### config.mk
export PLATFORM = sky130hd
export DESIGN_NAME = rrip_ctrl
export DESIGN_NICKNAME = d
export VERILOG_FILES = /design/src/sv/rrip_pkg.sv /design/src/sv/rrip_ctrl.sv
export SDC_FILE = /design/constraint.sdc
export NUM_CORES = 1
export LEC_CHECK = 0
export BUFFER_PORTS_ARGS = -buffer_cell sky130_fd_sc_hd__buf_2
export CAP_MARGIN = 15
export CELL_PAD_IN_SITES_DETAIL_PLACEMENT = 0
export CELL_PAD_IN_SITES_GLOBAL_PLACEMENT = 1
export CORE_AREA = 2 2 39 41
export DETAILED_ROUTE_END_ITERATION = 7
export DIE_AREA = 0 0 41 43
export PLACE_DENSITY_LB_ADDON = 0.2
export SLEW_MARGIN = 20
export SYNTH_ARGS = -nofsm -noshare
export SYNTH_HDL_FRONTEND = slang
export SYNTH_SLANG_ARGS = --single-unit
### constraint.sdc
create_clock -name i_clk -period 3.4 [get_ports i_clk]
set_input_delay 0.17 -clock i_clk [delete_from_list [all_inputs] [get_ports i_clk]]
set_output_delay 0.17 -clock i_clk [all_outputs]
set_load 0.05 [all_outputs]
### src/sv/rrip_pkg.sv
// Package: shared constants, payload types and controller/datapath command types
package rrip_pkg;

    localparam int NUM_SETS_DEF      = 2048;
    localparam int NUM_WAYS_DEF      = 16;
    localparam int TABLE_ENTRIES_DEF = 16384;
    localparam int LEADER_STRIDE_DEF = 64;

    localparam logic [1:0]  RV_MAX       = 2'd3;
    localparam logic [3:0]  CONF_CEIL    = 4'd15;
    localparam logic [3:0]  CONF_RESET   = 4'd7;
    localparam logic [10:0] SEL_MAX      = 11'd1024;
    localparam logic [10:0] SEL_RESET    = 11'd512;
    localparam logic [10:0] THRESH_RESET = 11'd717;

    localparam logic FUNC_VICTIM = 1'b0;
    localparam logic FUNC_UPDATE = 1'b1;

    typedef struct packed {
        logic        func;
        logic [10:0] set_index;
        logic [4:0]  way;
        logic [13:0] pc_bits;
        logic        is_writeback;
        logic        hit;
        logic [9:0]  random_draw;
    } t_in_item;

    typedef struct packed {
        logic [4:0] victim_way;
        logic       bypassed;
    } t_out_item;

    // controller -> datapath
    typedef struct packed {
        logic capture;   // latch input item, launch memory reads
        logic execute;   // read data valid: decide and write back
        logic clear;     // clearing pass active
    } t_rrip_cmd;

    // datapath -> controller
    typedef struct packed {
        logic clear_done;
    } t_rrip_sts;

    // insertion value by confidence class
    function automatic logic [1:0] class_value(input logic wb, input logic [3:0] c);
        logic [1:0] v;
        if (wb || c == 4'd0)      v = 2'd3;
        else if (c < 4'd5)        v = 2'd3;
        else if (c == 4'd15)      v = 2'd0;
        else if (c > 4'd9)        v = 2'd1;
        else                      v = 2'd2;
        return v;
    endfunction

endpackage

### src/sv/rrip_ctrl.sv
// Controller: clearing pass after reset, capture/execute sequencing, output hold
module rrip_ctrl (
    input  logic                i_clk,
    input  logic                i_rst_n,
    input  logic                i_valid,
    output logic                o_stall,
    input  logic                i_res_valid,
    input  logic                i_out_stall,
    output logic                o_valid,
    input  rrip_pkg::t_rrip_sts i_sts,
    output rrip_pkg::t_rrip_cmd o_cmd
);
    typedef enum logic [1:0] {S_CLEAR, S_IDLE, S_EXEC, S_HOLD} t_state;
    t_state r_state, n_state;
    logic   r_valid;

    logic take;
    assign o_stall = r_state != S_IDLE;
    assign take    = i_valid && r_state == S_IDLE;
    assign o_valid = r_valid;

    always_comb begin
        o_cmd.clear   = r_state == S_CLEAR;
        o_cmd.capture = take;
        o_cmd.execute = r_state == S_EXEC;
        n_state = r_state;
        unique case (r_state)
            S_CLEAR: if (i_sts.clear_done) n_state = S_IDLE;
            S_IDLE:  if (take) n_state = S_EXEC;
            S_EXEC:  n_state = S_HOLD;
            S_HOLD: begin
                if (!i_res_valid && (!r_valid || !i_out_stall)) n_state = S_IDLE;
            end
            default: n_state = S_IDLE;
        endcase
    end

    // hold state: result lands in S_HOLD cycle, leave once taken
    always_ff @(posedge i_clk) begin
        if (!i_rst_n) begin
            r_state <= S_CLEAR;
            r_valid <= 1'b0;
        end else begin
            r_state <= n_state;
            if (i_res_valid)       r_valid <= 1'b1;
            else if (!i_out_stall) r_valid <= 1'b0;
        end
    end

    a_take_idle: assert property (@(posedge i_clk) disable iff (!i_rst_n)
        take |=> r_state == S_EXEC) else $error("capture not followed by execute");
    a_one_out: assert property (@(posedge i_clk) disable iff (!i_rst_n)
        i_res_valid |-> !r_valid || !i_out_stall) else $error("result overrun");
    a_no_cap: assert property (@(posedge i_clk) disable iff (!i_rst_n)
        o_cmd.clear |-> !o_cmd.capture) else $error("capture during clear");
endmodule

Word-level counts from Yosys, hierarchy flattened --
Cells that the tools add are included.
Word-level totals: bits in registers 3, input port bits 6, output and inout port bits 5
Operators by class: eq/ne operators 8, muxes and demuxes 6, reduce and logical (&&, ||, !) cells 8
Operator list (count):
- $ne 2x2->1 const B | 4
- $pmux 2 s4 | 1
- $mux 2 | 3
- $eq 2x2->1 const B | 2
- $logic_not 1->1 | 3
- $reduce_and 3->1 | 1
- $eq 2x1->1 const B | 1
- $logic_and 1x1->1 | 2
- $logic_not 2->1 | 1
- $mux 1 | 2
- $ne 2x1->1 const B | 1
- $logic_or 1x1->1 | 1

Longest topological paths before layout --
Gate-level depths: netlist of run 1.
depth in word-level cells 5, depth in mapped cells 5, gate-level depth less buffers 5

Worst setup path before layout of run 1 --
No wires, ideal clock.
path type register to register, start point reg r_state[0], end point reg r_state[0], arrival 1.294 ns, data required time 3.328 ns, path slack 2.035 ns, stages on the path, launching flop included 6, path buffers 0, period minus slack after synthesis 1.365 ns, path through dfxtp_1 > inv_1 > ha_1 > nand2b_1 > o221a_4 > mux2i_1
RTL lines:
- start, declared | line rrip_ctrl.sv:14 | t_state r_state, n_state;
- start signal, assigned | line rrip_ctrl.sv:44 | r_state <= n_state;

==> results of run 1 <==
metal layers:
layer / vias up / track usage / wire length, um
li1: 97 / - / -
met1: 82 / 0.0417 / 153
met2: 7 / 0.0813 / 206
met3: 0 / 0.0366 / 47
met4: 0 / 0.0600 / 0
met5: - / 0 / 0
worst reg2reg max path, stage by stage, from the launching register on:
cell      delay (ps)
dfxtp_1          370
inv_1             80
ha_1             210
nand2b_1          90
o221a_4          190
mux2i_1          160
power groups by stage:
stage,Clock [mW],Sequential [mW],Combinational [mW]
global route,0.0688,0.0661,0.229
CTS,0.0652,0.0640,0.216
floorplan,0,0.0624,0.185
detailed placement,0,0.0645,0.215
finish,0.0616,0.0633,0.211
global placement,0,0.0643,0.215
cell families after synthesis:
kind of cell,count (synthesis)
simple gates,7
fa+ha+maj,4
buf+inv,5
flops,3
mux,2
compound gates,2
cell type report:
cell class	instances	area [sq um]	share of cell area
clock buffer	4	26.3	0.0861
inverter	4	15.0	0.0492
tap	16	20.0	0.0656
sequential	3	60.1	0.197
multi-input combinational	15	134	0.439
timing repair buffer	10	50.0	0.164
synth_stat cells:
library cell | instances | area, sq um
dfxtp_1 | 3 | 60.1
buf_4 | 1 | 7.51
and2_2 | 1 | 7.51
ha_1 | 4 | 50.1
nand2b_1 | 1 | 6.26
inv_2 | 1 | 3.75
inv_1 | 3 | 11.3
mux2i_1 | 2 | 20.0
a21oi_2 | 1 | 8.76
nand2_1 | 4 | 15.0
nor2b_1 | 1 | 6.26
o221a_4 | 1 | 20.0
metrics by stage:
stage | utilization | cells
finish | 0.221 | 52
global placement | 0.202 | 48
global route | 0.221 | 52
floorplan | - | 23
CTS | 0.221 | 52
detailed placement | 0.202 | 48
placed cells by master (no fill, tap or decap), drive strengths merged:
| cell | Yosys | routed |
|---|---|---|
| a21oi | 1 | 1 |
| and2 | 1 | 1 |
| buf | 1 | 10 |
| clkbuf | 0 | 4 |
| dfxtp | 3 | 3 |
| ha | 4 | 4 |
| inv | 4 | 4 |
| mux2i | 2 | 2 |
| nand2 | 4 | 4 |
| nand2b | 1 | 1 |
| nor2b | 1 | 1 |
| o221a | 1 | 1 |
sequential cells by signal (all words and copies together) (netlist names):
name     flops
r_state      2
o_valid      1
final timing paths:
kind	startpoint	end	slack, ps	cells past startpoint
min	i_res_valid	o_valid	190	3
max reg2reg	r_state[0]	r_state[1]	2230	5
min reg2reg	r_state[0]	r_state[0]	500	2
max	r_state[1]	o_cmd[2]	1970	4
==> run metrics, run 1 <==
worst stage delay on the critical path 380 ps; Core ar. 0.00138 sq mm; initial DRC count 1; Vias 186; Net Sw Frac 0.529; Internal 158 uW; largest net degree at the start of global routing 6; Max FO, Critical Path 4; # fillers 164; Yosys reg bits 3; GRT Resource Usage Total 0.0552; status complete, no violations; max-slew violations 0; clock sink total 3; Die Y 43 um; yosys warns 0; Final Cycle Share 0.420; final setup violation count 0; Hold Vio Cnt, Final 0; peak supply drop 218 uV; cell area after layout 305 sq um; Sum Neg Setup Slack 0 ps; delay-heaviest family, CP flip-flops; share of cells above drive strength 1 0.472; Antenna Violating Nets Remaining 0; vias per cell 3.58; Area Growth Syn to Fin 41.0%; Synth Area in Compound Gates 0.133; Mapped Avg Cell Area 9.41 sq um; Worst-Margin Slew 253 ps; n_diodes 0; slowest CP cell dfxtp_1; DR pass1 iterations 2; Hold Slack 189 ps; global route total overflow 0; gpl congestion 0.616; Post-CTS Resized 0; largest family of logic cells by synthesized area adder cells; Psw 178 uW; initial antenna violation count 0; CTS clock-pin slew for the worst setup and hold paths 40 ps; clock share of power 0.183; Yosys cell types 12; Slew HR 0.833; Max-cap violations 0; post-synthesis mux area share 0.0925; global-route wire length before repair 607 um; Rows 14; placed cell areas 279 sq um; Peak Freq 700 MHz; CTS buffer count 3; number of nets in the layout 47; boundary pin count 11; vias in the first global route 171; Reg power frac 0.188; root buffer cell clkbuf_4; Post-Syn Area 216 sq um; syn_nets 33; Place WS 2210 ps; combinational power share 0.628; Die W 41 um; PD cells 1100 mW/mm^2; DRC 0; post-route setup slack 1970 ps; Crit. End Element primary output; Hold Path Class input pin to flop; detailed-route wire length per cell 7.85 um; startpoint types flop; CTS tree yes; Crit Path Class flop to primary output; Synth Area in XOR/XNOR 0; htree depth 1; Seq/Total Area, Yosys 0.277; DRT Wirelength 408 um; static leakage 0.156 nW; simple-gate share of the synthesized area 0.162; Syn Inst Count 23; worst path bufs/invs 2; power consumption 336 uW; post-CTS setup buffer count 0; Adder-Cell Fraction of Synth Area 0.231; RSZ-0062 raised after global routing no; clock buffer depth 2; clk_lat worst skew 230 ps; die area 0.00176 sq mm; worst-path cell chain inv_1 > ha_1 > and2_2 > buf_2; post-DP HPWL 351 um; I/O Buffers 10; Initial Utilization 0.156; data arrival time of the worst path 1260 ps; CTS Hold Bufs 0; Worst EP required 3230 ps; Period minus WS final 1430 ps; clk_skew 0.316 ps
Note: power is estimated with default switching activity, not from simulation.
==> inputs of run 2 (changes only) <==
==> constraint.sdc (replaced) <==
create_clock -name i_clk -period 1.4 [get_ports i_clk]
set_input_delay 0.07 -clock i_clk [delete_from_list [all_inputs] [get_ports i_clk]]
set_output_delay 0.07 -clock i_clk [all_outputs]
set_load 0.05 [all_outputs]
==> run metrics, run 2 (same netlist as run 1, synthesis figures left out) <==
status complete, no violations; detailed-route wire length per cell 8.40 um (+7.1%); Sum Neg Setup Slack 0 ps (unchanged); Hold Path Class input pin to flop; most frequent cells in the layout buf_2, nand2_1, ha_1; max reg flops 2 (unchanged); DRC 0 (unchanged); CTS buffer count 3 (unchanged); Initial Utilization 0.156 (unchanged); initial antenna violation count 0 (unchanged); PD cells 2700 mW/mm^2 (+150%); worst-path cell chain inv_1 > ha_1 > and2_2 > buf_2; share of cells above drive strength 1 0.472 (unchanged); peak supply drop 555 uV (+150%); Die Y 43 um (unchanged); Worst-Margin Slew 249 ps (-3.42 ps); final setup violation count 0 (unchanged); utilization after layout 0.221 (unchanged); global-route wire length before repair 738 um (+22%); Slew HR 0.835 (+0.00227); n_diodes 0 (unchanged); post-DP HPWL 361 um (+3.0%); Hold Slack 79.1 ps (-110 ps); post-CTS setup buffer count 0 (unchanged); vias per cell 3.69 (+3.2%); root buffer cell clkbuf_4; placed cell areas 279 sq um (unchanged); Place WS 212 ps (-1990 ps); Area Growth Syn to Fin 41.0% (unchanged); clock buffer depth 2 (unchanged); startpoint types flop; Hold Vio Cnt, Final 0 (unchanged); Crit. path cell count 4 (unchanged); most common cell after layout, fill and taps aside buf_2; CTS clock-pin slew for the worst setup and hold paths 40 ps (about the same); boundary pin count 11 (unchanged); die area 0.00176 sq mm (unchanged); cell area after layout 305 sq um (unchanged); slowest CP cell dfxtp_1; DRT Wirelength 437 um (+7.1%); WHS Path Cells 3 (unchanged); Post-CTS Resized 0 (unchanged); worst path bufs/invs 2 (unchanged); CTS Hold Bufs 0 (unchanged); Vias 192 (+3.2%); data arrival time of the worst path 1260 ps (about the same); Die W 41 um (unchanged); gpl congestion 0.637 (+3.4%); clock sink total 3 (unchanged); htree depth 1 (unchanged); CTS tree yes; max-slew violations 0 (unchanged); Rows 14 (unchanged); Core ar. 0.00138 sq mm (unchanged); Peak Freq 753 MHz; post-route setup slack 71.2 ps (-1900 ps); Worst EP required 1330 ps (-1900 ps); Max-cap violations 0 (unchanged); RSZ-0062 raised after global routing no; worst stage delay on the critical path 380 ps (about the same); largest net degree at the start of global routing 6 (unchanged); Crit. End Element primary output; Largest Register r_state; Period minus WS final 1330 ps; static leakage 0.156 nW (unchanged); number of nets in the layout 47 (unchanged); vias in the first global route 202 (+18%); clk_skew 5.19 ps (+4.87 ps); Reg2Reg Depth 5 (unchanged); Antenna Violating Nets Remaining 0 (unchanged); I/O Buffers 10 (unchanged); clk_lat worst skew 240 ps (about the same); initial DRC count 0 (-1); Final Cycle Share 0.949; Crit Path Class flop to primary output; GRT Resource Usage Total 0.0682 (+0.0130); delay-heaviest family, CP flip-flops; global route total overflow 0 (unchanged); DR pass1 iterations 1 (-1); Max FO, Critical Path 4 (unchanged)
## run 2: cell counts in the layout (fill, tap and decap cells not counted)
Identical to the previous run, type by type.
## run 2: cell type report
| class | instances | area (sq um) |
|---|---|---|
| Timing Repair Buffer | 10 | 50.0 |
| Inverter | 4 | 15.0 |
| Sequential cell | 3 | 60.1 |
| Fill cell | 154 | 1080 |
| Clock buffer | 4 | 26.3 |
| Tap cell | 16 | 20.0 |
| Multi-Input combinational cell | 15 | 134 |
## run 2: tightest hold or removal path: stages
cell and delay [ps]:
buf_2 80, a21oi_2 40, nor2b_1 90
## run 2: metal layers
layer / GRT usage / vias to the layer above / routed length (um)
li1: - / 96 / -
met1: 0.0641 / 85 / 169
met2: 0.0938 / 9 / 211
met3: 0.0157 / 2 / 41
met4: 0.100 / 0 / 15
met5: 0 / - / 0
## run 2: final timing paths
| check | slack [ps] | from | to |
|---|---|---|---|
| max | 70 | r_state[1] | o_cmd[2] |
| min | 80 | i_res_valid | o_valid |
| max reg2reg | 220 | r_state[0] | r_state[1] |
| min reg2reg | 500 | r_state[1] | r_state[1] |
## run 2: report_power, final
group	switching, mW	total (mW)	internal [mW]
Combinational	0.356	0.515	0.159
Sequential	0.0343	0.153	0.119
Clock	0.0484	0.155	0.107
Total	0.439	0.823	0.384
## run 2: through the flow
| stage | total power, mW | cells |
|---|---|---|
| finish | 0.823 | 52 |
| CTS | 0.842 | 52 |
| global route | 0.893 | 52 |
| global placement | 0.683 | 48 |
| detailed placement | 0.679 | 48 |
| floorplan | 0.600 | 23 |
